`src/rtl/heightfield_hillshade_defines.svh`:
```
// ----------------------------------------------------------------------------
// Hillshade assertion macros
// Concurrent assertion forms used by the hillshade entry queue.
// ----------------------------------------------------------------------------
`ifndef HEIGHTFIELD_HILLSHADE_DEFINES_SVH
`define HEIGHTFIELD_HILLSHADE_DEFINES_SVH

// The condition must never hold outside reset.
`define HH_ASSERT_NEVER(lbl, cond, msg) \
  lbl: assert property (@(posedge clk) disable iff (rst) !(cond)) else $error(msg);

// When pre holds, post must hold in the next cycle.
`define HH_ASSERT_NEXT(lbl, pre, post, msg) \
  lbl: assert property (@(posedge clk) disable iff (rst) (pre) |=> (post)) else $error(msg);

`endif

```
`src/rtl/hh_pkg.sv`:
```
// ----------------------------------------------------------------------------
// Hillshade package
// Sizes, the queue entry type, color constants and the divide-by-5 helper.
// ----------------------------------------------------------------------------
package hh_pkg;

  localparam int GRID_SIZE = 256;
  localparam int CW        = $clog2(GRID_SIZE);
  localparam int QDEPTH    = 4;
  localparam int QAW       = $clog2(QDEPTH);

  // One pixel to shade: its center sample and four neighbors.
  typedef struct packed {
    logic [15:0]   center;
    logic [15:0]   left;
    logic [15:0]   right;
    logic [15:0]   up;
    logic [15:0]   down;
    logic [CW-1:0] col;
    logic [CW-1:0] row;
    logic          last;
  } ent_t;

  localparam logic [7:0] LO_R = 8'd18;
  localparam logic [7:0] LO_G = 8'd34;
  localparam logic [7:0] LO_B = 8'd26;
  localparam logic [7:0] SPAN_R = 8'd114;
  localparam logic [7:0] SPAN_G = 8'd134;
  localparam logic [7:0] SPAN_B = 8'd90;

  // Exact floor(v / 5) for v below 1024.
  function automatic logic [7:0] div5(input logic [9:0] v);
    logic [17:0] p;
    p = {8'd0, v} * 18'd205;
    return p[17:10];
  endfunction

endpackage

```
`src/rtl/hh_fifo.sv`:
```
// ----------------------------------------------------------------------------
// Hillshade entry queue
// Short queue between the line-store front end and the shading back end.
// ----------------------------------------------------------------------------
`include "heightfield_hillshade_defines.svh"

module hh_fifo (
  input  logic         clk,
  input  logic         rst,
  input  logic         push,
  input  hh_pkg::ent_t wdata,
  output logic         full,
  input  logic         pop,
  output hh_pkg::ent_t rdata,
  output logic         empty
);
  import hh_pkg::*;

  ent_t         mem [QDEPTH];
  logic [QAW-1:0] wptr;
  logic [QAW-1:0] rptr;
  logic [QAW:0]   count;

  assign full  = (count == (QAW+1)'(QDEPTH));
  assign empty = (count == '0);
  assign rdata = mem[rptr];

  always_ff @(posedge clk) begin
    if (push) begin
      mem[wptr] <= wdata;
    end
  end

  always_ff @(posedge clk) begin
    if (rst) begin
      wptr  <= '0;
      rptr  <= '0;
      count <= '0;
    end else begin
      if (push) wptr <= wptr + 1'b1;
      if (pop)  rptr <= rptr + 1'b1;
      if (push && !pop)      count <= count + 1'b1;
      else if (pop && !push) count <= count - 1'b1;
    end
  end

  `HH_ASSERT_NEVER(a_no_overflow, push && full, "push into a full queue")
  `HH_ASSERT_NEVER(a_no_underflow, pop && empty, "pop from an empty queue")
  `HH_ASSERT_NEXT(a_push_fills, push && !pop, !empty, "queue empty after a push")

endmodule

```
`config.mk`:
```
export PLATFORM = sky130hd
export DESIGN_NAME = hh_fifo
export DESIGN_NICKNAME = d
export VERILOG_FILES = /design/src/rtl/hh_pkg.sv /design/src/rtl/hh_fifo.sv
export VERILOG_INCLUDE_DIRS = /design/src /design/src/rtl
export SDC_FILE = /design/constraint.sdc
export NUM_CORES = 1
export LEC_CHECK = 0
export ABC_AREA = 1
export BUFFER_PORTS_ARGS = -buffer_cell sky130_fd_sc_hd__buf_2
export CORE_ASPECT_RATIO = 0.9
export CORE_MARGIN = 2
export CORE_UTILIZATION = 25
export CTS_BUF_LIST = sky130_fd_sc_hd__clkbuf_4 sky130_fd_sc_hd__clkbuf_8
export DETAILED_ROUTE_END_ITERATION = 8
export GPL_ROUTABILITY_DRIVEN = 0
export HOLD_SLACK_MARGIN = 0.02
export SYNTH_ARGS = -nofsm -noshare
export SYNTH_HDL_FRONTEND = slang
export SYNTH_SLANG_ARGS = --single-unit
```
`constraint.sdc`:
```
create_clock -name clk -period 4.8 [get_ports clk]
set_input_delay 1.44 -clock clk [delete_from_list [all_inputs] [get_ports clk]]
set_output_delay 1.44 -clock clk [all_outputs]
set_load 0.02 [all_outputs]
```
==> flow_metrics.env, run 1 <==
export IMPL_finalHoldViolations=0
export IMPL_clkTransAtPathRegs_ps=50
export IMPL_whs_path_depth=1
export IMPL_routed_wl_um=34100
export IMPL_cts_root_buf="clkbuf_8"
export IMPL_cp_max_fo=194
export IMPL_rr_startpoint="wptr[0]"
export IMPL_netlist_area_leader_share=0.788
export IMPL_grt_pass1_wl_um=51200
export IMPL_synth_area_leaders="edfxtp_1 (79%), nor2_1 (5.1%), o21ai_0 (4.6%)"
export IMPL_synth_ff_type="edfxtp_1"
export IMPL_worstSetupStartpointType="register"
export IMPL_vias=8903
export IMPL_cts_tree="done"
export IMPL_viasPerCell=4.37
export IMPL_hold_ws_ps=449
export IMPL_syn2layout_area_growth_pct=21.4
export IMPL_min_period_over_period=0.813
export IMPL_io_buffer_count=199
export IMPL_ys_seq_area_frac=0.800
export IMPL_leakagePower_uw=0.00615
export IMPL_relSlewSlack=0.395
export IMPL_grt_overflow_total=0
export IMPL_powerDensity_nw_per_um2=435
export IMPL_track_usage=0.110
export IMPL_clock_sinks=397
export IMPL_ys_ff_latch=397
export IMPL_fp_row_count=84
export IMPL_core_area_um2=58400
export IMPL_avgSynthCellArea_um2=14.9
export IMPL_async_reset_ff_frac=0
export IMPL_grt_max_degree=195
export IMPL_antenna_found_initial=6
export IMPL_cts_buffers=70
export IMPL_cts_setup_buffers=0
export IMPL_synth_warnings=0
export IMPL_status="complete, no violations"
export IMPL_rsz0062_at_grt="no"
export IMPL_drtIter0Drc=718
export IMPL_first_pass_iters=4
export IMPL_stdcell_count=2039
export IMPL_final_nets=1323
export IMPL_endpoint_kind="primary output"
export IMPL_synth_distinct_cells=21
export IMPL_die_w_um=260
export IMPL_cts_buffer_depth=3
export IMPL_ant_nets=0
export IMPL_hpwl_um=18400
export IMPL_crit_type="register to primary output"
export IMPL_final_common_cell="edfxtp_1"
export IMPL_routedWlPerCell_um=16.7
export IMPL_fmax_mhz=256
export IMPL_drc=0
export IMPL_start_util=0.253
export IMPL_htree_levels=3
export IMPL_place_inst=1918
export IMPL_syn_area_um2=14800
export IMPL_dieHeight_um=235
export IMPL_ir_worst_vdd_v=0.000193
export IMPL_drv_cap=0
export IMPL_r2r_end="mem[2][9]"
export IMPL_ctsResizeCount=0
export IMPL_dieArea_um2=61100
export IMPL_r2r_setup_slack_ps=2780
export IMPL_synthesis_nets=1102
export IMPL_mostFrequentLayoutCells="edfxtp_1 (388), nor2_1 (200), buf_2 (199), o21ai_0 (136), o22ai_1 (97)"
export IMPL_grt_pass1_vias=8952
export IMPL_drive_above_1_share=0.261
export IMPL_cp_arrival_ps=2460
export IMPL_min_from="rptr[1]"
export IMPL_worst_pin_slew_ps=908
export IMPL_synth_top_cell_by_area="edfxtp_1"
export IMPL_final_core_util=0.307
export IMPL_hold_path_class="register to register"
export IMPL_syn_inst=995
export IMPL_synth_edf_count=388
export IMPL_holdBufCountCts=0
export IMPL_ff2ff_path_depth=5
export IMPL_setup_viol=0
export IMPL_fin_skew_ps=27.0
export IMPL_slew_viol_final=0
export IMPL_pin_count=200
export IMPL_fin_crit_ps=3900
export IMPL_setup_tns_ps=0
export IMPL_clk_latency_ps=630
export IMPL_required_ps=3360
[how the worst max path moves through the flow]
stage / from / end / slack, ps
2_1_floorplan: push / mem[2][0] / 1000
3_3_place_gp: register / rdata[48] / 1620
3_5_place_dp: register / rdata[56] / 1580
4_1_cts: register / rdata[56] / 880
5_1_grt: register / rdata[16] / 750
6_report: register / rdata[56] / 900
[cells by family after synthesis]
logic type | synth area share
AND/OR/NAND/NOR | 0.0545
flip-flops | 0.800
buffers and inverters | 0.0297
adder cells (fa/ha/maj) | 0.00559
XOR/XNOR | 0.000592
AO/OA/AOI/OAI | 0.109
[final cells by class]
type                       count  area (um^2)
timing repair buffer         211         1190
tap                          774          968
antenna                        1         2.50
clock inverter                23          169
fill                        5836        40500
multi-input combinational    519         2510
clock buffer                  97         1180
inverter                      17         80.1
sequential                   397        11800
[metal layers]
| metal | vias up | track usage | part of all wire |
|---|---|---|---|
| met3 | 65 | 0.0433 | 0.080 |
| met4 | 12 | 0.0419 | 0.021 |
| met5 | - | 0 | 0.0022 |
| li1 | 4216 | - | - |
| met1 | 4369 | 0.132 | 0.42 |
| met2 | 241 | 0.175 | 0.47 |
[stage by stage]
stage	area [um^2]	setup WS [ps]	total power, uW
final	17900	896	7810
after global routing	17900	754	8150
after CTS	17900	884	7940
after detailed placement	16600	1580	4870
after global placement	16600	1620	4840
after floorplan	14800	1000	4550
[state kept, by name, indices dropped and copies added (netlist names), named ones only]
signal,count
count,3
mem,388
rptr,2
wptr,2
[critical path, stage by stage, from the launching register on]
cell	delay, ps
dfxtp_4	380
buf_12	570
o21ai_0	210
o22ai_1	280
buf_2	220
[synthesized netlist by cell type (2+ instances only)]
cell,count
buf_6,15
clkbuf_1,25
o21ai_0,136
dfxtp_1,9
o21ai_1,63
nor3_1,2
a21oi_1,3
nand2_1,9
edfxtp_1,388
clkbuf_2,3
ha_1,5
nor2_1,200
buf_2,19
inv_1,15
o22ai_1,97
[power by group]
part           switching, uW  total [uW]  internal [uW]
Clock                   1330        3030           1700
Combinational            556         782            226
Sequential              34.0        4000           3970
Total                   1920        7810           5890
(Power assumes the default switching activity.)
==> run 2, diff against run 1 <==
==> constraint.sdc (replaced) <==
create_clock -name clk -period 3.6 [get_ports clk]
set_input_delay 1.08 -clock clk [delete_from_list [all_inputs] [get_ports clk]]
set_output_delay 1.08 -clock clk [all_outputs]
set_load 0.02 [all_outputs]
==> flow_metrics.env, run 2 (synthesized netlist as in run 1, its figures left out) <==
export IMPL_status="complete, no violations"
export IMPL_slew_viol_final=0
export IMPL_clk_latency_ps=620
export IMPL_powerDensity_nw_per_um2=573
export IMPL_grt_pass1_vias=8917
export IMPL_cts_buffers=69
export IMPL_grt_overflow_total=0
export IMPL_syn2layout_area_growth_pct=21.6
export IMPL_clkTransAtPathRegs_ps=60
export IMPL_finalHoldViolations=0
export IMPL_hold_path_class="register to register"
export IMPL_setup_viol=0
export IMPL_drtIter0Drc=561
export IMPL_grt_max_degree=107
export IMPL_cts_buffer_depth=3
export IMPL_crit_family="buffers and inverters"
export IMPL_clock_sinks=397
export IMPL_dieArea_um2=61100
export IMPL_cts_root_buf="clkbuf_8"
export IMPL_drc=0
export IMPL_final_common_cell="edfxtp_1"
export IMPL_reg_top3="mem (388), count (3)"
export IMPL_cts_tree="done"
export IMPL_relSlewSlack=0.516
export IMPL_crit_cells=4
export IMPL_leakagePower_uw=0.00619
export IMPL_whs_path_depth=1
export IMPL_fmax_mhz=290
export IMPL_fin_skew_ps=27.3
export IMPL_worst_pin_slew_ps=726
export IMPL_viasPerCell=4.37
export IMPL_drv_cap=0
export IMPL_antenna_found_initial=7
export IMPL_ant_nets=0
export IMPL_core_area_um2=58400
export IMPL_fin_crit_ps=3450
export IMPL_endpoint_kind="primary output"
export IMPL_htree_levels=3
export IMPL_grt_pass1_wl_um=50900
export IMPL_die_w_um=260
export IMPL_setup_tns_ps=0
export IMPL_final_nets=1331
export IMPL_track_usage=0.109
export IMPL_crit_path_max_incr_delay_ps=530
export IMPL_cp_slowest_cell="dfxtp_4"
export IMPL_pre_cts_ws_ps=766
export IMPL_start_util=0.253
export IMPL_pin_count=200
export IMPL_cts_setup_buffers=0
export IMPL_worstSetupStartpointType="register"
export IMPL_first_pass_iters=4
export IMPL_vias=8955
export IMPL_hpwl_um=19200
export IMPL_crit_type="register to primary output"
export IMPL_routed_wl_um=34000
export IMPL_regMostFlops="mem"
export IMPL_dieHeight_um=235
export IMPL_ff2ff_path_depth=5
export IMPL_fp_row_count=84
export IMPL_timing_critical_path_buf_inv=2
export IMPL_holdBufCountCts=0
export IMPL_cp_max_fo=106
export IMPL_fin_ws_ps=149
export IMPL_io_buffer_count=199
export IMPL_mostFrequentLayoutCells="edfxtp_1 (388), nor2_1 (200), buf_2 (199), o21ai_0 (136), o22ai_1 (97)"
export IMPL_required_ps=2520
export IMPL_path_cells="buf_12 -> o21ai_0 -> o22ai_1 -> buf_2"
export IMPL_rsz0062_at_grt="no"
export IMPL_min_period_over_period=0.959
export IMPL_cp_arrival_ps=2370
export IMPL_ir_worst_vdd_v=0.000362
export IMPL_drive_above_1_share=0.263
export IMPL_largest_register_ffs=388
export IMPL_routedWlPerCell_um=16.6
[run 2: where the power goes]
group	total, uW	switching (uW)	internal, uW
combinational	1040	733	310
sequential	5340	56.2	5290
clock	3920	1750	2170
[run 2: per-layer routing]
| layer | routed length, um | global-route usage | vias up |
|---|---|---|---|
| met3 | 2750 | 0.0429 | 53 |
| met1 | 14900 | 0.139 | 4414 |
| met4 | 595 | 0.0372 | 10 |
| met5 | 62 | 0 | - |
| li1 | - | - | 4233 |
| met2 | 15700 | 0.167 | 245 |
[run 2: final timing paths]
kind,from,to,slack (ps)
setup / recovery,register,rdata[55],150
hold / removal,rptr[1],register,460
setup reg to reg,wptr[0],mem[0][48],1850
hold reg to reg,rptr[1],register,460
[run 2: timing repair]
action                                 CTS  global route
endpoints found under the hold margin    0             0
setup endpoints to repair                0             8
gates resized for setup                  0             3
[run 2: area by class of cell]
class | instances | area (um^2)
Multi-Input combinational cell | 519 | 2510
Sequential cell | 397 | 11800
Tap cell | 774 | 968
Timing Repair Buffer | 220 | 1260
Clock inverter | 22 | 131
Inverter | 17 | 82.6
Fill cell | 5904 | 40500
Antenna cell | 4 | 10.0
Clock buffer | 97 | 1180
[run 2: stage by stage]
| stage | cell area (um^2) | util | total power, uW | instances | hold WS, ps |
|---|---|---|---|---|---|
| 6_report | 18000 | 0.308 | 10300 | 2050 | 457 |
| 5_1_grt | 18000 | 0.308 | 10800 | 2047 | 498 |
| 4_1_cts | 18000 | 0.307 | 10500 | 2046 | 467 |
| 3_5_place_dp | 16700 | 0.285 | 6500 | 1927 | 453 |
| 3_3_place_gp | 16700 | 0.285 | 6480 | 1927 | 444 |
| 2_1_floorplan | 14800 | - | 6070 | 995 | 412 |
[run 2: worst reg2reg max path: stages, from the launching register on]
cell	delay, ps
dfxtp_1	330
inv_1	110
ha_1	160
nand2_1	80
inv_4	80
buf_4	530
